===== src/rtl/sp2c_pkg.sv =====
// shared types, constants and the arctangent table of the polar to cartesian block
// no dependencies
package sp2c_pkg;

    localparam int RANGE_BITS    = 16;
    localparam int PHASE_BITS    = 32;
    localparam int CORDIC_STAGES = 16;

    localparam int RANGE_W = 16;   // range_mm field width
    localparam int OUT_W   = 17;   // x_mm / y_mm field width
    localparam int XW      = 36;   // cordic x/y datapath width
    localparam int ZW      = 34;   // residual angle width
    localparam int SHW     = $clog2(CORDIC_STAGES);
    localparam int CFG_IDX_W = 2;

    localparam logic [15:0] GAIN_Q16  = 16'd39797;
    localparam int          OUT_LIMIT = 65535;

    localparam logic [RANGE_W-1:0] RANGE_MASK = RANGE_W'((33'd1 << RANGE_BITS) - 33'd1);
    localparam logic [31:0]        PHASE_MASK = ~32'((33'd1 << (32 - PHASE_BITS)) - 33'd1);

    typedef enum logic [CFG_IDX_W-1:0] {
        CFG_START_ANGLE = 2'd0,
        CFG_ANGLE_STEP  = 2'd1
    } sp2c_cfg_idx_t;

    // one rotation vector moving down the cell chain
    typedef struct packed {
        logic signed [XW-1:0] x;
        logic signed [XW-1:0] y;
        logic signed [ZW-1:0] z;
        logic                 flip;
    } sp2c_vec_t;

    // arctangent of 2^-i in 2^-32 turn units
    function automatic logic signed [ZW-1:0] atan_at(input int unsigned i);
        logic [31:0] a;
        unique case (i)
            0:  a = 32'h20000000;
            1:  a = 32'h12E4051E;
            2:  a = 32'h09FB385B;
            3:  a = 32'h051111D4;
            4:  a = 32'h028B0D43;
            5:  a = 32'h0145D7E1;
            6:  a = 32'h00A2F61E;
            7:  a = 32'h00517C55;
            8:  a = 32'h0028BE53;
            9:  a = 32'h00145F2F;
            10: a = 32'h000A2F98;
            11: a = 32'h000517CC;
            12: a = 32'h00028BE6;
            13: a = 32'h000145F3;
            14: a = 32'h0000A2FA;
            15: a = 32'h0000517D;
            16: a = 32'h000028BE;
            17: a = 32'h0000145F;
            18: a = 32'h00000A30;
            19: a = 32'h00000518;
            20: a = 32'h0000028C;
            21: a = 32'h00000146;
            22: a = 32'h000000A3;
            23: a = 32'h00000051;
            default: a = 32'h00000000;
        endcase
        return $signed({{(ZW-32){1'b0}}, a});
    endfunction

endpackage


===== src/rtl/sp2c_prep.sv =====
// entry cell: gain multiply and quadrant fold, one register stage
// depends on sp2c_pkg
module sp2c_prep (
    input  logic                           clk,
    input  logic                           rst_n,
    input  logic                           in_valid,
    output logic                           in_ready,
    input  logic [sp2c_pkg::RANGE_W-1:0]   range_mm,
    input  logic [31:0]                    phase,
    output logic                           out_valid,
    input  logic                           out_ready,
    output sp2c_pkg::sp2c_vec_t            out_vec
);
    import sp2c_pkg::*;

    localparam logic signed [ZW-1:0] QUARTER = ZW'(34'sh040000000);
    localparam logic signed [ZW-1:0] HALF    = ZW'(34'sh080000000);

    logic                 valid_reg;
    sp2c_vec_t            vec_reg;
    sp2c_vec_t            vec_next;
    logic [31:0]          ph;
    logic signed [ZW-1:0] z0;
    logic [31:0]          prod;

    assign in_ready = !valid_reg || out_ready;

    always_comb
    begin
        ph   = phase & PHASE_MASK;
        z0   = $signed({{(ZW-32){ph[31]}}, ph});
        prod = 32'(range_mm & RANGE_MASK) * 32'(GAIN_Q16);
        vec_next.x    = $signed({{(XW-32){1'b0}}, prod});
        vec_next.y    = '0;
        vec_next.flip = 1'b0;
        vec_next.z    = z0;
        if (z0 > QUARTER)
        begin
            vec_next.z    = z0 - HALF;
            vec_next.flip = 1'b1;
        end
        else if (z0 < -QUARTER)
        begin
            vec_next.z    = z0 + HALF;
            vec_next.flip = 1'b1;
        end
    end

    always_ff @(posedge clk or negedge rst_n)
    begin
        if (!rst_n)
            valid_reg <= 1'b0;
        else if (in_ready)
            valid_reg <= in_valid;
    end

    always_ff @(posedge clk)
    begin
        if (in_ready && in_valid)
            vec_reg <= vec_next;
    end

    assign out_valid = valid_reg;
    assign out_vec   = vec_reg;

endmodule


===== config.mk =====
export PLATFORM = sky130hd
export DESIGN_NAME = sp2c_prep
export DESIGN_NICKNAME = d
export VERILOG_FILES = /design/src/rtl/sp2c_pkg.sv /design/src/rtl/sp2c_prep.sv
export SDC_FILE = /design/constraint.sdc
export NUM_CORES = 1
export LEC_CHECK = 0
export BUFFER_PORTS_ARGS = -buffer_cell sky130_fd_sc_hd__buf_2
export CORE_AREA = 2 2 149 166
export CTS_CLUSTER_SIZE = 30
export DETAILED_ROUTE_END_ITERATION = 10
export DIE_AREA = 0 0 151 168
export SLEW_MARGIN = 10
export SYNTH_ARGS = -nofsm -noshare
export SYNTH_HDL_FRONTEND = slang
export SYNTH_SLANG_ARGS = --single-unit
export TNS_END_PERCENT = 30

===== constraint.sdc =====
create_clock -name clk -period 3.67 [get_ports clk]
set_input_delay 0.1835 -clock clk [delete_from_list [all_inputs] [get_ports clk]]
set_output_delay 0.1835 -clock clk [all_outputs]
set_load 0.05 [all_outputs]

==> impl_metrics.tcl, run 1 <==
set metrics [dict create \
    fin_worst_skew_ns 0.00597 \
    rsz0062_at_grt "true" \
    vias_per_cell 4.36 \
    clk_latency_ns 0.32 \
    final_nets 1230 \
    synthFlopType "edfxtp_1" \
    h-tree-depth 3 \
    drtPass1Iterations 4 \
    violations "setup timing" \
    clk_pin_slew_ns 0.05 \
    track_usage 0.141 \
    startpoint_type "primary input" \
    synth_seq_area_share 0.261 \
    syn_area_per_cell_um2 11.2 \
    final_common_cell "inv_1" \
    cp_max_fo 5 \
    drt-initial-drc-count 147 \
    port_buffers 120 \
    status "finished with violations" \
    ys_async_sr_fraction 0.0149 \
    cts_tree "done" \
    grt_pass1_vias 5771 \
    start_util 0.322 \
    crit_type "in -> reg" \
    setup-tns-final_ns -20.75 \
    hold_path.class "in -> reg" \
    worstPathRequired_ns 3.74 \
    cts-root-buf "clkbuf_16" \
    drc_errors 0 \
    placed_cells 1243 \
    report.final.slew_viol_count 0 \
    setup_ws_ns -1.17 \
    diodes 0 \
    syn_inst 685 \
    cp-end-kind "flip-flop" \
    wirelength_um 17200 \
    vias 5516 \
    clock.fmax_mhz 206 \
    final_cell_mix "inv_1, buf_4, buf_2" \
    dieArea_um2 25400 \
    finalSetupViolations 23 \
    clock_sinks 67 \
    fin_crit_sh 1.32 \
    synth_edf_count 66 \
    dp_hpwl_um 15200 \
    wl_per_cell_um 13.6 \
    instances_no_fill 1266 \
    grt_max_degree 67 \
    cp.arrival_ns 4.92 \
    layout_min_cycle_time_ns 4.84 \
    timing.hold.ws_ns 0.0522 \
    numCtsBuffers 9 \
    antenna_found_initial 0 \
    grt_pass1_wl_um 28100 \
    synth_seq_cells 67 \
    grt.overflow.total 0 \
    cap_violations 0 \
    die_h_um 168 \
    fp-row-count 60 \
    area_growth_pct 33.2 \
    hold_viol 0 \
    gp_congestion 0.840 \
    drive_above_1_share 0.349 \
    die_w_um 151 \
    core_area_um2 23900 \
    ys_types 45 \
    yosys_warnings 0 \
    synthesis.area_um2 7690 \
    io_pins 161 \
    ant_nets 0 \
    cts.path.max_buffers 2 \
]
[repair_timing]
action	in CTS	in global routing
setup buffers	3	3
endpoints found under the setup margin	23	23
gates resized for setup	39	17
pin swaps	21	7
hold buffers	1	0
endpoints found under the hold margin	1	0
cloned	0	0
[synth_stat cells, types with 2 or more instances]
| cell | count | area (µm²) |
|---|---|---|
| a211oi_2 | 2 | 25.0 |
| o31ai_1 | 2 | 15.0 |
| edfxtp_1 | 66 | 1980 |
| nand3_1 | 4 | 20.0 |
| nand2b_1 | 3 | 18.8 |
| o21ai_2 | 2 | 17.5 |
| a31oi_1 | 2 | 12.5 |
| a21o_1 | 11 | 82.6 |
| o21bai_1 | 3 | 22.5 |
| nor4_1 | 7 | 43.8 |
| nor2b_1 | 2 | 12.5 |
| fa_1 | 103 | 2060 |
| o211ai_1 | 2 | 15.0 |
| inv_1 | 171 | 642 |
| o2111ai_1 | 2 | 17.5 |
| o21ai_0 | 13 | 65.1 |
| o21a_1 | 3 | 22.5 |
| xor2_1 | 9 | 78.8 |
| ha_1 | 124 | 1550 |
| buf_4 | 41 | 308 |
| and3_1 | 2 | 12.5 |
| xnor2_1 | 15 | 131 |
| nand4_1 | 4 | 25.0 |
| a31o_2 | 2 | 17.5 |
| o21ai_1 | 3 | 15.0 |
| nand2_1 | 23 | 86.3 |
| nor2_1 | 14 | 52.6 |
| a21oi_1 | 31 | 155 |
| a211oi_1 | 3 | 22.5 |
[metrics by stage]
| step | setup WS, ns | util | instance area [µm²] |
|---|---|---|---|
| 4_1_cts | -1.19 | 0.426 | 10200 |
| 6_report | -1.17 | 0.429 | 10200 |
| 5_1_grt | -1.33 | 0.429 | 10200 |
| 3_3_place_gp | -1.59 | 0.403 | 9630 |
| 3_5_place_dp | -1.69 | 0.403 | 9630 |
| 2_1_floorplan | -1.27 | - | 7960 |
[worst max-delay path: stages]
cell	delay, ns
buf_8	0.08
clkinvlp_4	0.13
fa_1	0.48
fa_1	0.51
inv_1	0.05
fa_1	0.49
inv_2	0.05
fa_1	0.47
inv_1	0.05
fa_1	0.47
inv_1	0.05
fa_1	0.51
inv_2	0.05
ha_4	0.28
and3_4	0.20
nand2_4	0.06
a211oi_4	0.22
o21ai_4	0.12
o21ai_4	0.18
a41oi_2	0.13
xnor2_1	0.14
[registers in the layout, summed over array words and instances (netlist names)]
signal,cells
out_valid,1
out_vec,66
[final cells by class]
class                   instances  area (µm²)
clock buffers                  10         229
clock inverters                 6        91.3
fillers                      2348       13600
inverters                     171         659
multi-input cells             443        5170
flip-flops and latches         67        2010
well taps                     310         388
repair buffers                259        1700
[path summary, 6_finish.rpt]
kind                              from     endpoint  slack [ns]  depth (start not counted)
max                        range_mm[8]  out_vec[99]       -1.17                         21
min                          phase[15]  out_vec[16]        0.05                          1
max reg2reg                  out_valid  out_vec[89]        2.32                          3
min reg2reg                  out_valid    out_valid        0.52                          2
max in group asynchronous        rst_n    out_valid        3.43                          2
min in group asynchronous        rst_n    out_valid        0.16                          2
[cells by family after synthesis]
logic type,share of synthesized area
simple gates,0.0386
fa+ha+maj,0.470
other cells,0.000488
mux,0.00130
flops,0.261
xor+xnor,0.0273
compound gates,0.0768
buf+inv,0.125
[routing by layer]
| layer | track usage | up-vias | wire length, µm |
|---|---|---|---|
| met5 | 0 | - | 0 |
| met4 | 0.0207 | 0 | 127 |
| met3 | 0.0225 | 13 | 799 |
| met2 | 0.253 | 130 | 8860 |
| met1 | 0.181 | 2687 | 7450 |
| li1 | - | 2686 | - |
Power of run 1 is left out: the tool's default activity adds up to more than one toggle a clock period on the data nets, which glitch-free logic cannot reach.
==> inputs of run 2 (changes only) <==
Settings changed: CELL_PAD_IN_SITES_DETAIL_PLACEMENT set to 1, CELL_PAD_IN_SITES_GLOBAL_PLACEMENT set to 1, CORE_AREA 2 2 149 166 to 2 2 156 158, DIE_AREA 0 0 151 168 to 0 0 158 160, GPL_TIMING_DRIVEN set to 0, PLACE_DENSITY_LB_ADDON set to 0.1.
==> run 2 against run 1 <==
- the run still ends with setup timing left
- largest cell class unchanged
- critical path depth unchanged
- clock-buffer cell count fell by 1
- worst setup slack got worse by 0.15 ns
- maximum frequency shrank 3.0%
- global-route usage is 1.3 points higher
- flip-flop and latch count stayed put
- first-iteration DRC count is 17% lower
- register-to-register slack got worse by 0.18 ns
==> impl_metrics.tcl, run 2 (synthesis results as in run 1) <==
set metrics [dict create \
    io_pins 161 \
    hold_start "phase[23]" \
    vias 5472 \
    finalSetupViolations 22 \
    drc_errors 0 \
    startpoint_type "primary input" \
    slew-limit-headroom 0.577 \
    cp_cell_sequence "buf_12 -> clkinvlp_4 -> buf_6 -> fa_2 -> fa_1 -> inv_1 -> fa_1 -> inv_2 -> fa_2 -> fa_2 -> fa_2 -> inv_2 -> ha_4 -> a21oi_1 -> o21ai_1 -> a31o_4 -> o21ai_4 -> o21ai_4 -> buf_4 -> buf_6 -> xor2_2" \
    track_usage 0.154 \
    numCtsBuffers 9 \
    vias_per_cell 4.49 \
    area_growth_pct 29.5 \
    wirelength_um 19000 \
    hold_viol 0 \
    clock.fmax_mhz 200 \
    crit_buf_inv 8 \
    die_w_um 158 \
    hold_path.class "in -> reg" \
    grt_pass1_vias 5995 \
    fillers 2694 \
    r2r_start "out_valid" \
    die_h_um 160 \
    min_to "out_vec[24]" \
    fp-row-count 57 \
    setup-tns-final_ns -22.62 \
    rsz0062_at_grt "true" \
    cp.arrival_ns 5.08 \
    diodes 0 \
    slowest_stage "fa_2" \
    dieArea_um2 25300 \
    clk_pin_slew_ns 0.06 \
    cts.path.max_buffers 2 \
    grt_max_degree 36 \
    core_area_um2 23800 \
    cap_violations 0 \
    grt.overflow.total 0 \
    rrSetupSlack_ns 2.14 \
    tightest_slew_ns 0.628 \
    crit_family "adder cells" \
    timing.hold.ws_ns 0.0293 \
    cts_tree "done" \
    port_buffers 120 \
    wl_per_cell_um 15.6 \
    drtPass1Iterations 4 \
    cp-end-kind "flip-flop" \
    largest_register_ffs 66 \
    reg2reg_depth 3 \
    final_core_util 0.418 \
    fin_worst_skew_ns 0.0128 \
    setup_ws_ns -1.33 \
    final_cell_mix "inv_1, ha_1, buf_2" \
    h-tree-depth 3 \
    start_util 0.323 \
    gp_congestion 0.870 \
    final_common_cell "inv_1" \
    cp_common_cell "fa_2" \
    slowest_delay_ns 0.55 \
    r2r-end "out_vec[91]" \
    drive_above_1_share 0.320 \
    drt-initial-drc-count 122 \
    violations "setup timing" \
    cts-root-buf "clkbuf_16" \
    clock_sinks 67 \
    cp_max_fo 5 \
    final_nets 1168 \
    crit_type "in -> reg" \
    layout_min_cycle_time_ns 5.00 \
    worstPathRequired_ns 3.76 \
    status "finished with violations" \
    fin_crit_sh 1.36 \
    report.final.slew_viol_count 0 \
    clk_latency_ns 0.34 \
    min_path_cells 1 \
    ant_nets 0 \
    dp_hpwl_um 15900 \
    antenna_found_initial 0 \
    grt_pass1_wl_um 30000 \
]
run 2: changes by cell type in the layout (fill, tap and decap cells not counted), sizes merged:
cell,previous run,this run
bufinv,2,1
inv,167,168
buf,258,195
clkinv,1,3
clkinvlp,7,6
run 2: timing repair:
| item | 4_1_cts | 5_1_grt |
|---|---|---|
| buffers inserted | 22 | 11 |
| pin swaps | 36 | 26 |
| gates resized for setup | 76 | 29 |
| hold endpoints to repair | 1 | 0 |
| hold buffers | 1 | 0 |
| endpoints found under the setup margin | 23 | 23 |
run 2: routing by layer:
layer / track usage / vias up / routed length (µm)
met5: 0 / - / 0
met4: 0.0295 / 0 / 116
met3: 0.0239 / 8 / 613
met2: 0.297 / 88 / 10900
met1: 0.178 / 2804 / 7360
li1: - / 2572 / -
run 2: how the worst max path moves through the flow:
stage                     slack, ns         start            to  depth (start not counted)
after detailed placement      -2.10  range_mm[11]   out_vec[99]                         20
final                         -1.33  range_mm[11]   out_vec[91]                         21
after global routing          -1.49  range_mm[11]   out_vec[91]                         21
after global placement        -2.03  range_mm[11]   out_vec[99]                         19
after floorplan               -1.27   range_mm[9]  out_vec[100]                         19
after CTS                     -1.33  range_mm[11]   out_vec[99]                         20
run 2: layout make-up:
class	count	area, µm²	share of cell area
Clock buffer	9	225	0.0226
Clock inverter	7	85.1	0.00854
Timing Repair Buffer	155	1000	0.100
Buffer	42	319	0.0320
Inverter	171	667	0.0669
Tap cell	324	405	0.0407
Multi-Input combinational cell	443	5260	0.527
Sequential cell	67	2010	0.201
run 2: stage by stage:
step | cells | area (µm²) | setup slack (ns)
finish | 1218 | 9960 | -1.33
global route | 1218 | 9960 | -1.49
CTS | 1208 | 9760 | -1.33
detailed placement | 1169 | 8980 | -2.10
global placement | 1168 | 8960 | -2.03
floorplan | 724 | 7960 | -1.27
Power of run 2 is left out for the same reason.
==> inputs of run 3 (changes only) <==
Settings changed: CORE_AREA 2 2 156 158 to 2 2 117 147, DIE_AREA 0 0 158 160 to 0 0 119 149.
==> run 3 against run 2 <==
- the flow still finishes with violations (setup timing)
- flip-flop and latch count unchanged
- routed wire length grew 3.2%
- clock-buffer cell count unchanged
- global-route usage is 7.3 points higher
- clock skew decreased by 0.0025 ns
- first-iteration DRC count up 36%
- die area decreased by 30%
- via count increased by 0.22%
- critical path type unchanged
- largest cell class unchanged
- highest routed layer unchanged
==> impl_metrics.tcl, run 3 (synthesis results as in run 1) <==
set metrics [dict create \
    slew-limit-headroom 0.576 \
    dp_hpwl_um 15900 \
    r2r-end "out_vec[101]" \
    h-tree-depth 3 \
    drive_above_1_share 0.305 \
    dieArea_um2 17700 \
    wirelength_um 19700 \
    cp.arrival_ns 5.12 \
    worstPathRequired_ns 3.75 \
    fin_crit_sh 1.37 \
    vias 5484 \
    fin_worst_skew_ns 0.0103 \
    vias_per_cell 4.96 \
    fillers 1782 \
    cap_violations 0 \
    clock_sinks 67 \
    crit_type "in -> reg" \
    die_h_um 149 \
    diodes 0 \
    finalSetupViolations 22 \
    final_cell_mix "inv_1, ha_1, buf_2" \
    track_usage 0.228 \
    worstSetupEndpoint "out_vec[99]" \
    area_growth_pct 25.6 \
    met3WireLength_um 348 \
    wl_met2_um 11800 \
    final_common_cell "inv_1" \
    drc_errors 0 \
    grt_pass1_wl_um 30900 \
    clk_pin_slew_ns 0.07 \
    gp_congestion 0.884 \
    io_pins 161 \
    seq_area_um2 2010 \
    grt_pass1_vias 6160 \
    startpoint_type "primary input" \
    hold_viol 0 \
    drt-met1-wl_um 6970 \
    final_core_util 0.585 \
    top_layer "met4" \
    largest_register_ffs 66 \
    multi_input_area_um2 5180 \
    port_buffers 120 \
    cp-end-kind "flip-flop" \
    cts.path.max_buffers 2 \
    setup_ws_ns -1.37 \
    fp-row-count 53 \
    report.final.slew_viol_count 0 \
    cp_cell_sequence "buf_12 -> clkinvlp_4 -> fa_1 -> fa_1 -> inv_1 -> fa_1 -> inv_1 -> fa_1 -> inv_1 -> fa_1 -> inv_2 -> fa_1 -> inv_2 -> ha_4 -> and3_4 -> nand2_4 -> a211oi_4 -> o21ai_4 -> o21ai_4 -> a41oi_2 -> xnor2_1" \
    cts_tree "done" \
    core_area_um2 16500 \
    status "finished with violations" \
    antenna_found_initial 0 \
    die_w_um 119 \
    drtPass1Iterations 6 \
    cp_common_cell "fa_1" \
    layout_min_cycle_time_ns 5.04 \
    slowest_delay_ns 0.53 \
    clock.fmax_mhz 198 \
    violations "setup timing" \
    rrSetupSlack_ns 2.22 \
    slowest_stage "fa_1" \
    tightest_slew_ns 0.629 \
    r2r_start "out_valid" \
    reg2reg_depth 3 \
    hold_path.class "in -> reg" \
    grt_max_degree 52 \
    cts-root-buf "clkbuf_16" \
    grt.overflow.total 0 \
    numCtsBuffers 9 \
    ant_nets 0 \
    start_util 0.466 \
    cp_max_fo 5 \
    worstSetupStartpoint "range_mm[8]" \
    rsz0062_at_grt "true" \
    final_nets 1159 \
    drt-initial-drc-count 166 \
    clk_latency_ns 0.34 \
    wl_per_cell_um 17.8 \
]
-- run 3: cell count changes in the layout (fill, tap and decap cells not counted), moves of 2 or more --
| cell | change |
|---|---|
| ha_4 | -3 |
| buf_4 | -4 |
| ha_1 | +4 |
| o21ai_0 | +2 |
| nand2_4 | +2 |
| clkinv_4 | -3 |
| o31ai_4 | -2 |
| buf_12 | -2 |
| buf_6 | -6 |
| inv_2 | +2 |
-- run 3: what timing repair did --
action / in CTS / in global routing
setup endpoints to repair: 23 / 23
setup buffers: 17 / 6
hold buffers: 1 / 0
gates resized for setup: 49 / 35
hold endpoints to repair: 1 / 0
pin swaps: 34 / 14
-- run 3: critical path, delay by kind of cell --
family | cells | cell delay (ns)
buffers and inverters | 7 | 0.44
and+or+nand+nor | 2 | 0.28
adders and majority gates | 7 | 3.28
xor gates and xnor gates | 1 | 0.16
AOI/OAI and AO/OA | 4 | 0.74
-- run 3: cell type report --
type | count | share of cell area
plain buffers | 43 | 0.0345
clock buffers | 9 | 0.0233
flip-flops and latches | 67 | 0.208
repair buffers | 145 | 0.0934
clock inverters | 7 | 0.00751
well taps | 220 | 0.0285
multi-input cells | 443 | 0.536
inverters | 171 | 0.0687
-- run 3: how the worst min path moves through the flow --
stage,start,to,slack [ns],cells past startpoint
finish,phase[17],out_vec[18],0.03,1
global route,phase[13],out_vec[14],0.03,1
CTS,phase[6],out_vec[7],0.03,1
detailed placement,rst_n,out_valid,-0.04,1
global placement,rst_n,out_valid,-0.04,1
floorplan,rst_n,out_valid,-0.11,0
-- run 3: routing by layer --
metal,vias up,global-route usage
met1,2806,0.235
met3,36,0.0268
met4,0,0.0881
li1,2541,-
met5,-,0
met2,101,0.461
-- run 3: per-stage QoR --
stage | cell area, µm² | setup WS [ns] | hold WS [ns] | std cells | setup TNS (ns)
floorplan | 7960 | -1.27 | -0.112 | 724 | -21.91
global placement | 8830 | -1.93 | -0.0412 | 1064 | -34.86
detailed placement | 8860 | -2.01 | -0.0395 | 1065 | -36.89
CTS | 9480 | -1.35 | 0.0261 | 1099 | -23.82
global route | 9660 | -1.50 | 0.0258 | 1105 | -27.45
finish | 9660 | -1.37 | 0.0321 | 1105 | -24.26
Power of run 3 is left out for the same reason.
