==> src/rtl/sp2c_pkg.sv <==
// shared types, constants and the arctangent table of the polar to cartesian block
// no dependencies
package sp2c_pkg;

    localparam int RANGE_BITS    = 16;
    localparam int PHASE_BITS    = 32;
    localparam int CORDIC_STAGES = 16;

    localparam int RANGE_W = 16;   // range_mm field width
    localparam int OUT_W   = 17;   // x_mm / y_mm field width
    localparam int XW      = 36;   // cordic x/y datapath width
    localparam int ZW      = 34;   // residual angle width
    localparam int SHW     = $clog2(CORDIC_STAGES);
    localparam int CFG_IDX_W = 2;

    localparam logic [15:0] GAIN_Q16  = 16'd39797;
    localparam int          OUT_LIMIT = 65535;

    localparam logic [RANGE_W-1:0] RANGE_MASK = RANGE_W'((33'd1 << RANGE_BITS) - 33'd1);
    localparam logic [31:0]        PHASE_MASK = ~32'((33'd1 << (32 - PHASE_BITS)) - 33'd1);

    typedef enum logic [CFG_IDX_W-1:0] {
        CFG_START_ANGLE = 2'd0,
        CFG_ANGLE_STEP  = 2'd1
    } sp2c_cfg_idx_t;

    // one rotation vector moving down the cell chain
    typedef struct packed {
        logic signed [XW-1:0] x;
        logic signed [XW-1:0] y;
        logic signed [ZW-1:0] z;
        logic                 flip;
    } sp2c_vec_t;

    // arctangent of 2^-i in 2^-32 turn units
    function automatic logic signed [ZW-1:0] atan_at(input int unsigned i);
        logic [31:0] a;
        unique case (i)
            0:  a = 32'h20000000;
            1:  a = 32'h12E4051E;
            2:  a = 32'h09FB385B;
            3:  a = 32'h051111D4;
            4:  a = 32'h028B0D43;
            5:  a = 32'h0145D7E1;
            6:  a = 32'h00A2F61E;
            7:  a = 32'h00517C55;
            8:  a = 32'h0028BE53;
            9:  a = 32'h00145F2F;
            10: a = 32'h000A2F98;
            11: a = 32'h000517CC;
            12: a = 32'h00028BE6;
            13: a = 32'h000145F3;
            14: a = 32'h0000A2FA;
            15: a = 32'h0000517D;
            16: a = 32'h000028BE;
            17: a = 32'h0000145F;
            18: a = 32'h00000A30;
            19: a = 32'h00000518;
            20: a = 32'h0000028C;
            21: a = 32'h00000146;
            22: a = 32'h000000A3;
            23: a = 32'h00000051;
            default: a = 32'h00000000;
        endcase
        return $signed({{(ZW-32){1'b0}}, a});
    endfunction

endpackage

==> src/rtl/sp2c_post.sv <==
// exit cell: rounding, half-turn negate and saturation into the output register
// depends on sp2c_pkg
module sp2c_post (
    input  logic                         clk,
    input  logic                         rst_n,
    input  logic                         in_valid,
    output logic                         in_ready,
    input  sp2c_pkg::sp2c_vec_t          in_vec,
    output logic                         out_valid,
    input  logic                         out_ready,
    output logic [sp2c_pkg::OUT_W-1:0]   x_mm,
    output logic [sp2c_pkg::OUT_W-1:0]   y_mm
);
    import sp2c_pkg::*;

    localparam logic signed [XW-1:0] LIM  = XW'(OUT_LIMIT);
    localparam logic signed [XW-1:0] HALF = XW'(32768);

    logic               valid_reg;
    logic [OUT_W-1:0]   x_reg;
    logic [OUT_W-1:0]   y_reg;
    logic [OUT_W-1:0]   x_next;
    logic [OUT_W-1:0]   y_next;

    function automatic logic [OUT_W-1:0] finish(input logic signed [XW-1:0] v,
                                                input logic flip);
        logic signed [XW-1:0] r;
        r = (v + HALF) >>> 16;
        if (flip)
            r = -r;
        if (r > LIM)
            r = LIM;
        else if (r < -LIM)
            r = -LIM;
        return r[OUT_W-1:0];
    endfunction

    assign in_ready = !valid_reg || out_ready;

    always_comb
    begin
        x_next = finish(in_vec.x, in_vec.flip);
        y_next = finish(in_vec.y, in_vec.flip);
    end

    always_ff @(posedge clk or negedge rst_n)
    begin
        if (!rst_n)
            valid_reg <= 1'b0;
        else if (in_ready)
            valid_reg <= in_valid;
    end

    always_ff @(posedge clk)
    begin
        if (in_ready && in_valid)
        begin
            x_reg <= x_next;
            y_reg <= y_next;
        end
    end

    assign out_valid = valid_reg;
    assign x_mm      = x_reg;
    assign y_mm      = y_reg;

endmodule

==> config.mk <==
export PLATFORM = sky130hd
export DESIGN_NAME = sp2c_post
export DESIGN_NICKNAME = d
export VERILOG_FILES = /design/src/rtl/sp2c_pkg.sv /design/src/rtl/sp2c_post.sv
export SDC_FILE = /design/constraint.sdc
export NUM_CORES = 1
export LEC_CHECK = 0
export BUFFER_PORTS_ARGS = -buffer_cell sky130_fd_sc_hd__buf_2
export CORE_ASPECT_RATIO = 1.25
export CORE_MARGIN = 10
export CORE_UTILIZATION = 52
export DETAILED_ROUTE_END_ITERATION = 7
export PLACE_DENSITY = 0.82
export RECOVER_POWER = 25
export SLEW_MARGIN = 0
export SYNTH_ARGS = -nofsm -noshare
export SYNTH_HDL_FRONTEND = slang
export SYNTH_SLANG_ARGS = --single-unit
export TNS_END_PERCENT = 30
==> constraint.sdc <==
create_clock -name clk -period 2.36 [get_ports clk]
set_clock_uncertainty 0.15 [all_clocks]
set_input_delay 0.472 -clock clk [delete_from_list [all_inputs] [get_ports clk]]
set_output_delay 0.472 -clock clk [all_outputs]
set_load 0.05 [all_outputs]
==> key figures, run 1 <==
GRT
  – GRT Resource Usage Total: 0.5513
  – Largest net degree at the start of global routing: 35
  – Total gr overflow: 2

Yosys
  – Syn Inst Count: between 500 and 600
  – Ys flop type: edfxtp_1
  – Number of synthesized register bits: 35
  – Post-synth EDFFs: 34
  – Syn_nets: 621
  – Syn avg cell area: 8.452 um^2
  – Post-synth ARST share: 0.02857
  – Yosys warning total: 0
  – Mapped Area: ~0.0043 mm^2
  – Count leader, synth: xnor2_1
  – Seq/Total Area, Yosys: 0.2446
  – Distinct cells, synth: 80
  – Area leader, netlist: edfxtp_1
  – Top cells by area, synth: edfxtp_1 24%, xnor2_1 11%, xor2_1 4.1%, o31ai_1 3.2%, o21ai_0 2.9%
  – Post-synth top cells: 56 x xnor2_1, 34 x edfxtp_1, 26 x nand2_1
  – Post-synth top area share: 0.2387

Die
  – Die Wd: about 100 um
  – Initial core utilization: 0.5395
  – Chip height: between 100 and 150 um
  – I/O Pins: 147
  – Num rows: 36

CTS
  – CTS root buf: clkbuf_8
  – Number of H-tree levels: 2
  – CTS sink cnt: 35
  – Clk buf depth: 2
  – Num CTS Buffers: 5

Outcome
  – Outcome: did not finish
  – Last stage the flow got to: global routing
  – Error: [ERROR GRT-0232] Routing congestion too high. Check the congestion heatmap in the GUI.

Place
  – HPWL Detailed: 12.76 mm
  – Placed insts: 853
  – Port Buffer Count: 82
  – Placer's final routability congestion estimate: ~0.94

Timing
  – Worst EP kind: register data pin
  – Crit. endpoint post-GRT repair: x_mm[11]$_SDFFCE_PN1P_/D
routing by layer:
| layer | global-route usage | overflow |
|---|---|---|
| met2 | 0.7281 | 0 |
| met3 | 0.3960 | 0 |
| met1 | 0.5385 | 0 |
| met4 | 0.5393 | 2 |
| met5 | 0.03419 | 0 |
timing repair:
item                       4_1_cts
hold endpoints to repair         1
setup endpoints to repair       34
buffers inserted                18
pin swaps                       28
hold buffers                     1
resized for setup               75
gates cloned                     1
stage by stage:
stage	setup TNS [ps]	worst slack (ps)	cell area (um^2)
floorplan	-34540	-1077	4547
global placement	-37460	-1201	6420
CTS	-25340	-889.7	7012
detailed placement	-45100	-1446	6420
logic make-up after synthesis:
| kind of cell | share of synthesized area |
|---|---|
| AOI/OAI and AO/OA | 0.2423 |
| buffers and inverters | 0.05529 |
| and+or+nand+nor | 0.2636 |
| adders and majority gates | 0.01170 |
| DFF | 0.2446 |
| muxes | 0.02692 |
| xor gates and xnor gates | 0.1556 |
==> inputs of run 2 (changes only) <==
CORE_ASPECT_RATIO = not set   (was 1.25)
CORE_UTILIZATION = 40   (was 52)
PLACE_DENSITY = not set   (was 0.82)
PLACE_DENSITY_LB_ADDON = 0.15   (was not set)
==> run 2 against run 1 <==
Effect of this change:
- the flow now finishes, with violations (setup timing)
- area after synthesis unchanged
- synthesized cell count unchanged
==> key figures, run 2 <==
Setup path
  – CP endpoint kind: flop
  – CP Max Fanout: 7
  – Worst EP required: 2220 ps
  – Setup Crit Path Kind: in2reg
  – RR Startpoint: out_valid
  – Critical path arrival: 3100 ps
  – Critical Path Start: in_vec[87]
  – CP startpoint kind: input port

Yosys
  – Mapped Area: 0.004277 mm^2 (unchanged)
  – Count leader, synth: xnor2_1
  – Area leader, netlist: edfxtp_1
  – Post-synth ARST share: 0.02857 (unchanged)
  – Post-synth top cells: 56 x xnor2_1, 34 x edfxtp_1, 26 x nand2_1
  – Distinct cells, synth: 80 (unchanged)
  – Post-synth EDFFs: 34 (unchanged)
  – Yosys warning total: 0 (unchanged)
  – Top cells by area, synth: edfxtp_1 24%, xnor2_1 11%, xor2_1 4.1%, o31ai_1 3.2%, o21ai_0 2.9%
  – Syn Inst Count: 506 (unchanged)
  – Syn_nets: 621 (unchanged)
  – Seq/Total Area, Yosys: 0.2446 (unchanged)
  – Post-synth top area share: 0.2387 (unchanged)
  – Number of synthesized register bits: 35 (unchanged)
  – Ys flop type: edfxtp_1
  – Syn avg cell area: 8.452 um^2 (unchanged)

Die
  – Core area: around 0.010 mm^2
  – Chip height: 123.4 um (+1.7%)
  – Num rows: 37 (+2.8%)
  – DIE AREA: roughly 0.015 mm^2
  – Die Wd: 123.4 um (+22%)
  – I/O Pins: 147 (unchanged)
  – Initial core utilization: 0.4124 (-0.1271)

Route
  – Top Layer Used: met4
  – M1 WL: 6.838 mm
  – Per-cell routed wire length: approximately 16 um
  – Post-route ant nets: 0
  – Met2 WL: between 7 and 8 mm
  – Via Count: 5116
  – Drt total wl: 15.15 mm
  – WL met3: around 930 um
  – Initial drt markers: approximately 300
  – DRC: 0
  – Router iterations before antenna repair: 4
  – Vias per inst: between 5 and 6

GRT
  – First-pass GRT wire length: 24.30 mm
  – Number of antenna violations at the first check in global routing: 0
  – Largest net degree at the start of global routing: 36
  – GRT Resource Usage Total: 0.1897
  – Vias in the first global route: around 5100
  – Total gr overflow: 0

Cells and area
  – Final cell count without fillers: around 940
  – Layout cells sized above 1: 0.5625
  – Area used by multi-input combinational logic: between 0.003 and 0.004 mm^2
  – Post-route core utilization: 0.7292
  – Most frequent cells in the layout: 220 x buf_4, 57 x buf_2, 52 x xnor2_1
  – Area grow syn2layout: 76.83%
  – Fillcell total: 759
  – Ant diodes: 0
  – Commonest non-fill, non-tap cell in the layout: buf_4
  – Reg area: 0.001046 mm^2
  – Layout Nets: between 900 and 1000

Power and ir drop
  – Leak: between 3 and 4 nW
  – Pwr Density: roughly 330 mW/mm^2
  – Int Pwr: 1.543 mW
  – Switching Share: 0.3807
  – Sequential power share: 0.309
  – Comb power frac: 0.527
  – NetSw: about 950 uW
  – Total Power: 2.492 mW
  – Peak VDD IR: slightly above 0.4 mV
  – Clk pwr share: 0.164

CTS
  – CTS tree: done
  – Clock transition at path regs: 70 ps
  – Number of H-tree levels: 2 (unchanged)
  – CTS sink cnt: 35 (unchanged)
  – Num CTS Buffers: 5 (unchanged)
  – CTS root buf: clkbuf_8
  – Clk buf depth: 2 (unchanged)
  – Insertion delay to the later sink of the worst-skew pair: between 200 and 300 ps

Timing
  – RSZ-0062 raised after global routing: true
  – Slew HR: 0.5843
  – Fin Setup TNS: -24840 ps
  – # setup viols final: 34
  – Final worst setup slack: -878.9 ps
  – Slew @ Worst Pin: approximately 630 ps
  – Max Clk Rate: 308.8 MHz
  – Fin crit share: 1.372
  – Hold Fails Final Rpt: 0
  – Max-slew violations: 0
  – Tmin final: 3239 ps

Place
  – Placed insts: 904 (+6.0%)
  – Port Buffer Count: 82 (unchanged)
  – HPWL Detailed: 11.57 mm (-9.3%)
  – Placer's final routability congestion estimate: 0.8778 (-7.0%)
  – Placement Setup Slack: -1287 ps (+158.7 ps)

Job
  – Max-cap violations: 0

Outcome
  – Outcome: finished with violations
  – Violated checks: setup timing

Hold path
  – Start point of the worst hold path: in_valid
  – Min-Delay Path Class: in2reg
-- run 2: layout make-up --
cell class              instances  area share
multi-input cells             420      0.5065
clock inverters                 3    0.001985
clock buffers                   5    0.009100
repair buffers                322      0.3142
well taps                     136     0.02250
flip-flops and latches         35      0.1383
inverters                      15    0.007445
-- run 2: cells by family (layout without fill, tap and decap cells) --
group | Yosys count | in the layout | share of synthesized area
buffers and inverters | 52 | 345 | 0.05529
XOR/XNOR | 76 | 76 | 0.1556
flip-flops | 35 | 35 | 0.2446
adder cells (fa/ha/maj) | 4 | 4 | 0.01170
AO/OA/AOI/OAI | 139 | 140 | 0.2423
multiplexers | 11 | 11 | 0.02692
AND/OR/NAND/NOR | 189 | 189 | 0.2636
-- run 2: path summary, 6_finish.rpt --
| path | end | slack (ps) | cells past startpoint |
|---|---|---|---|
| worst min register to register | out_valid | 390 | 2 |
| min in group asynchronous | out_valid | 340 | 2 |
| worst max-delay path | x_mm[14] | -880 | 12 |
| worst min-delay path | out_valid | 250 | 2 |
| worst max register to register | y_mm[0] | 880 | 3 |
| max in group asynchronous | out_valid | 1640 | 2 |
-- run 2: power groups by stage --
| stage | Combinational, mW | Clock, mW | Sequential [mW] |
|---|---|---|---|
| final | 1.31 | 0.409 | 0.769 |
| after global routing | 1.41 | 0.442 | 0.774 |
| after CTS | 1.25 | 0.413 | 0.769 |
| after detailed placement | 1.14 | 0 | 0.782 |
| after global placement | 1.11 | 0 | 0.780 |
| after floorplan | 0.475 | 0 | 0.955 |
-- run 2: repair_timing --
action                                 4_1_cts  5_1_grt
setup endpoints to repair                   34       34
gates resized for setup                     96       58
gates cloned                                 2        0
endpoints found under the hold margin        1        0
buffers inserted                            15        6
hold buffers                                 1        0
pin swaps                                   39       34
-- run 2: through the flow --
step	hold slack, ps	area, um^2
6_report	252.4	7562
5_1_grt	259.0	7562
4_1_cts	253.1	7291
3_5_place_dp	102.4	6584
3_3_place_gp	97.26	6584
2_1_floorplan	26.41	4547
-- run 2: critical path, cell delays in order --
cell,delay (ps)
buf_8,100
ha_4,180
or4_4,550
o31ai_4,90
o31ai_4,120
or4b_4,520
o21ai_2,130
a32o_1,180
nand4_1,140
buf_6,180
o211ai_4,300
o311ai_2,130
-- run 2: routing by layer --
metal  track usage  up-vias
met4       0.04148        0
met5             0        -
met1        0.2473     2435
li1              -     2526
met3       0.02689       17
met2        0.3252      138
(Power assumes the default switching activity.)
==> inputs of run 3 (changes only) <==
PLACE_DENSITY = 0.72   (was not set)
PLACE_DENSITY_LB_ADDON = not set   (was 0.15)
==> run 3 against run 2 <==
Effect of this change:
- the run still ends with setup timing left
- utilization down 2.1 points
- design area decreased by 2.9%
- flip-flop and latch count is the same
- sequential power barely moved
- worst setup slack worse by 49 ps
- sequential share of layout area increased by 0.42 points
- register-to-register slack about the same
- fmax is 1.5% lower
- clock power fell by 5.1%
- critical path depth did not move
- combinational power is essentially flat
- non-clock buffer count fell by 9
- critical endpoint is now x_mm[3]
- largest cell class unchanged
- largest power group unchanged
==> key figures, run 3 (same netlist as run 2, synthesis figures left out) <==
Die
  – Chip height: 123.4 um (unchanged)
  – DIE AREA: 0.01523 mm^2 (unchanged)
  – Die Wd: 123.4 um (unchanged)
  – Core area: 0.01037 mm^2 (unchanged)
  – Num rows: 37 (unchanged)
  – Initial core utilization: 0.4124 (unchanged)
  – I/O Pins: 147 (unchanged)

Route
  – Router iterations before antenna repair: 6 (+2)
  – Initial drt markers: 386 (+25%)
  – Post-route ant nets: 0 (unchanged)
  – Per-cell routed wire length: 17.41 um (+7.5%)
  – Drt total wl: 16.12 mm (+6.4%)
  – DRC: 0 (unchanged)
  – Vias per inst: 5.659 (+3.5%)
  – Via Count: 5240 (+2.4%)

Outcome
  – Outcome: finished with violations
  – Violated checks: setup timing

Hold path
  – Min-Delay Path Class: in2reg

Setup path
  – Crit path max-delay family: simple AND/OR/NAND/NOR gates
  – CP peak stage delay: 570 ps (+20 ps)
  – Critical path arrival: 3160 ps (+60 ps)
  – CP Max Fanout: 7 (unchanged)
  – Setup Crit Path Kind: in2reg
  – Worst path slowest cell: or4_1
  – CP startpoint kind: input port
  – Worst-path cell chain: buf_8 -> ha_4 -> a311o_1 -> nor2_2 -> o311ai_2 -> or3_4 -> or4_1 -> a21oi_1 -> o211ai_2 -> buf_4 -> o2111ai_2 -> nand2_1
  – Worst EP required: 2240 ps (+20 ps)
  – CP endpoint kind: flop
  – Bufs and invs on worst path: 2 (unchanged)

Power and ir drop
  – Peak VDD IR: 0.3351 mV (-19%)
  – Total Power: 2.433 mW (-2.4%)
  – Pwr Density: 331.5 mW/mm^2 (+0.59%)
  – Leak: 2.919 nW (-2.9%)

Cells and area
  – Fillcell total: 740 (-2.5%)
  – Reg area: 0.001046 mm^2 (unchanged)
  – Post-route core utilization: 0.7078 (-0.02148)
  – Layout cells sized above 1: 0.5367 (-0.02579)
  – Commonest non-fill, non-tap cell in the layout: buf_4
  – Area used by multi-input combinational logic: 0.003727 mm^2 (-2.7%)
  – Layout Nets: 905 (-0.98%)
  – Area grow syn2layout: 71.62%
  – Ant diodes: 0 (unchanged)
  – Post-Layout Inst Area: 0.007340 mm^2 (-2.9%)
  – Most frequent cells in the layout: 218 x buf_4, 57 x buf_2, 51 x xnor2_1
  – Final cell count without fillers: 926 (-1.1%)

Job
  – Max-cap violations: 0 (unchanged)

Timing
  – Max Clk Rate: 304.2 MHz (-1.5%)
  – Max-slew violations: 0 (unchanged)
  – Slew @ Worst Pin: 623.6 ps (-2.645 ps)
  – Fin crit share: 1.393 (+0.02064)
  – Fin Setup TNS: -26060 ps (-1221 ps)
  – Final worst setup slack: -927.6 ps (-48.71 ps)
  – Hold Fails Final Rpt: 0 (unchanged)
  – RSZ-0062 raised after global routing: true
  – Slew HR: 0.5861 (+0.001756)
  – # setup viols final: 34 (unchanged)
  – Tmin final: 3288 ps (+48.71 ps)
  – WHS: 254.5 ps (+2.101 ps)

CTS
  – Number of H-tree levels: 2 (unchanged)
  – Clk buf depth: 2 (unchanged)
  – Insertion delay to the later sink of the worst-skew pair: 270 ps (about the same)
  – Clock transition at path regs: 60 ps (about the same)
  – Num CTS Buffers: 5 (unchanged)
  – CTS tree: done
  – CTS sink cnt: 35 (unchanged)
  – CTS root buf: clkbuf_8

GRT
  – Total gr overflow: 0 (unchanged)
  – Vias in the first global route: 5374 (+4.8%)
  – GRT Resource Usage Total: 0.2002 (+0.01042)
  – Number of antenna violations at the first check in global routing: 0 (unchanged)
  – First-pass GRT wire length: 25.67 mm (+5.6%)
  – Largest net degree at the start of global routing: 35 (-2.8%)

Place
  – Area of placed instances: 0.006464 mm^2 (-1.8%)
  – Placer's final routability congestion estimate: 0.9332 (+6.3%)
  – Placement Setup Slack: -1349 ps (-61.62 ps)
  – HPWL Detailed: 11.53 mm (-0.35%)
  – Port Buffer Count: 82 (unchanged)
  – Placed insts: 893 (-1.2%)
[run 3: cell types whose count changed in the layout (fill, tap and decap cells not counted), moves of 3 or more]
cell | before | now
o21ai_0 | 8 | 15
xor2_2 | 6 | 3
o21ai_1 | 14 | 11
o21ai_2 | 10 | 6
o31ai_2 | 6 | 10
nor2b_1 | 2 | 5
xor2_1 | 14 | 17
o31ai_1 | 7 | 2
buf_6 | 17 | 12
[run 3: final cells by class]
class | instances | share of cell area
inverter | 15 | 0.007671
timing repair buffer | 313 | 0.3082
multi-input combinational | 420 | 0.5078
sequential | 35 | 0.1425
clock inverter | 2 | 0.001193
tap | 136 | 0.02318
clock buffer | 5 | 0.009376
[run 3: final timing paths]
kind	from	slack [ps]	depth (start not counted)	to
setup / recovery	in_vec[87]	-930	12	x_mm[3]
hold / removal	in_valid	250	2	out_valid
setup reg to reg	out_valid	870	3	x_mm[5]
hold reg to reg	out_valid	390	2	out_valid
max in group asynchronous	rst_n	1620	2	out_valid
min in group asynchronous	rst_n	360	2	out_valid
[run 3: power breakdown]
group          switching [mW]  total [mW]  internal [mW]
Sequential             0.0126       0.768          0.755
Combinational           0.725        1.28          0.553
Clock                   0.192       0.388          0.196
[run 3: layer usage]
layer | vias to the layer above | share of wire | global-route usage
li1 | 2517 | - | -
met5 | - | 0 | 0
met1 | 2482 | 0.43 | 0.2530
met4 | 0 | 0.023 | 0.05604
met3 | 36 | 0.063 | 0.02735
met2 | 205 | 0.49 | 0.3479
[run 3: what timing repair did]
| action | in CTS | in global routing |
|---|---|---|
| pin swaps | 35 | 11 |
| resized for setup | 106 | 21 |
| buffers inserted | 20 | 3 |
| hold buffers | 1 | 0 |
| cloned | 2 | 0 |
| hold endpoints to repair | 1 | 0 |
| setup endpoints to repair | 34 | 34 |
==> inputs of run 4 (changes only) <==
CORE_ASPECT_RATIO = 1.1   (was not set)
SETUP_SLACK_MARGIN = 0.4   (was not set)
==> run 4 against run 3 <==
Effect of this change:
- the run still ends with setup timing left
- clock power grew 60%
- wire length shrank 8.2%
- largest power group unchanged
- flip-flop and latch count is the same
- largest cell class unchanged
- via count shrank 3.1%
- die area is essentially flat
- cell count shrank 0.65%
- utilization shrank 2.6 points
- sequential share of layout area grew 0.43 points
- sequential power is essentially flat
- combinational power shrank 5%
- critical path depth grew 1
==> key figures, run 4 (same netlist as run 2, synthesis figures left out) <==
Timing
  – Fin Setup TNS: -26360 ps (-299.4 ps)
  – Max-slew violations: 0 (unchanged)
  – Max Clk Rate: 298.7 MHz (-1.8%)
  – Fin crit share: 1.418 (+0.02531)
  – # setup viols final: 34 (unchanged)
  – Slew @ Worst Pin: 618.0 ps (-5.588 ps)
  – Hold Fails Final Rpt: 0 (unchanged)
  – Tmin final: 3347 ps (+59.73 ps)
  – Final worst setup slack: -987.3 ps (-59.73 ps)
  – Slew HR: 0.5898 (+0.003709)
  – RSZ-0062 raised after global routing: true

Setup path
  – Setup Crit Path Kind: in2reg
  – Worst EP required: 2310 ps (+70 ps)
  – CP Max Fanout: 7 (unchanged)
  – CP startpoint kind: input port
  – CP endpoint kind: flop
  – Critical path arrival: 3300 ps (+140 ps)

CTS
  – CTS root buf: clkbuf_16
  – Clock transition at path regs: 50 ps (about the same)
  – CTS tree: done
  – Insertion delay to the later sink of the worst-skew pair: 280 ps (about the same)
  – Clk buf depth: 2 (unchanged)
  – Num CTS Buffers: 5 (unchanged)
  – CTS sink cnt: 35 (unchanged)
  – Number of H-tree levels: 2 (unchanged)

Route
  – Post-route ant nets: 0 (unchanged)
  – Router iterations before antenna repair: 6 (unchanged)
  – Via Count: 5075 (-3.1%)
  – Vias per inst: 5.516 (-2.5%)
  – DRC: 0 (unchanged)
  – Drt total wl: 14.80 mm (-8.2%)
  – Per-cell routed wire length: 16.08 um (-7.6%)
  – Initial drt markers: 309 (-20%)

Die
  – DIE AREA: 0.01523 mm^2 (about the same)
  – Initial core utilization: 0.4095 (-0.002866)
  – Chip height: 128.4 um (+4.1%)
  – Die Wd: 118.6 um (-3.9%)
  – Num rows: 39 (+5.4%)
  – Core area: 0.01044 mm^2 (+0.70%)
  – I/O Pins: 147 (unchanged)

Outcome
  – Outcome: finished with violations
  – Violated checks: setup timing

Place
  – Port Buffer Count: 82 (unchanged)
  – Placement Setup Slack: -1379 ps (-30.79 ps)
  – Placed insts: 902 (+1.0%)
  – Placer's final routability congestion estimate: 0.9012 (-3.4%)
  – HPWL Detailed: 11.76 mm (+1.9%)

Cells and area
  – Layout cells sized above 1: 0.5006 (-0.03607)
  – Area grow syn2layout: 66.56%
  – Fillcell total: 833 (+13%)
  – Final cell count without fillers: 920 (-0.65%)
  – Commonest non-fill, non-tap cell in the layout: buf_4
  – Most frequent cells in the layout: 209 x buf_4, 62 x buf_2, 53 x xnor2_1
  – Ant diodes: 0 (unchanged)
  – Layout Nets: 891 (-1.5%)

Hold path
  – Min-Delay Path Class: in2reg

Job
  – Max-cap violations: 0 (unchanged)

GRT
  – First-pass GRT wire length: 24.05 mm (-6.3%)
  – Vias in the first global route: 5201 (-3.2%)
  – GRT Resource Usage Total: 0.1823 (-0.01785)
  – Number of antenna violations at the first check in global routing: 0 (unchanged)
  – Total gr overflow: 0 (unchanged)
  – Largest net degree at the start of global routing: 48 (+37%)

Power and ir drop
  – Peak VDD IR: 0.2686 mV (-20%)
  – Pwr Density: 364.3 mW/mm^2 (+9.9%)
  – Leak: 2.829 nW (-3.1%)
  – Total Power: 2.595 mW (+6.7%)
## run 4: cell types whose count changed in the layout (fill, tap and decap cells not counted), sizes merged
cell | previous run | this run
buf | 294 | 281
clkinv | 2 | 3
o211ai | 7 | 6
## run 4: timing repair
item | in CTS | in global routing
endpoints found under the setup margin | 34 | 34
buffers inserted | 3 | 5
gates cloned | 1 | 0
endpoints found under the hold margin | 1 | 0
hold buffers | 1 | 0
resized for setup | 50 | 28
pin swaps | 20 | 13
## run 4: cell type report
| class | instances | area (um^2) | area share |
|---|---|---|---|
| Tap cell | 143 | 178.9 | 0.02512 |
| Sequential cell | 35 | 1046 | 0.1468 |
| Inverter | 15 | 56.30 | 0.007904 |
| Multi-Input combinational cell | 419 | 3565 | 0.5004 |
| Clock buffer | 5 | 125.1 | 0.01757 |
| Clock inverter | 3 | 15.01 | 0.002108 |
| Timing Repair Buffer | 300 | 2137 | 0.3000 |
## run 4: critical path, cell delays in order
cell	delay, ps
buf_8	100
ha_4	190
a311o_1	330
nor2_4	150
o311ai_2	120
or3_4	380
buf_8	140
o41ai_4	400
xnor2_2	150
a211oi_4	270
o211ai_4	160
buf_12	170
o311ai_4	250
## run 4: report_power, final
group | switching (mW) | internal (mW) | total [mW]
Clock | 0.237 | 0.384 | 0.621
Sequential | 0.0113 | 0.756 | 0.767
Combinational | 0.687 | 0.521 | 1.21
Total | 0.934 | 1.66 | 2.60
## run 4: per-layer routing
| layer | track usage | part of all wire | up-vias |
|---|---|---|---|
| met2 | 0.3199 | 0.49 | 156 |
| li1 | - | - | 2485 |
| met1 | 0.2228 | 0.43 | 2395 |
| met5 | 0 | 0 | - |
| met3 | 0.02450 | 0.050 | 39 |
| met4 | 0.06973 | 0.030 | 0 |
## run 4: final timing paths
| kind | from | end | slack [ps] | cells after the start |
|---|---|---|---|---|
| max | in_vec[87] | x_mm[14] | -990 | 13 |
| min | in_valid | out_valid | 250 | 2 |
| max reg2reg | out_valid | y_mm[2] | 880 | 3 |
| min reg2reg | out_valid | out_valid | 370 | 2 |
| max in group asynchronous | rst_n | out_valid | 1630 | 2 |
| min in group asynchronous | rst_n | out_valid | 350 | 2 |
## run 4: through the flow
step                        util  hold slack [ps]  cell area (um^2)
after detailed placement  0.6237            96.92              6513
final                     0.6821            247.8              7123
after global routing      0.6821            264.0              7123
after floorplan                -            26.41              4547
after CTS                 0.6669            250.4              6964
after global placement    0.6237            97.05              6513
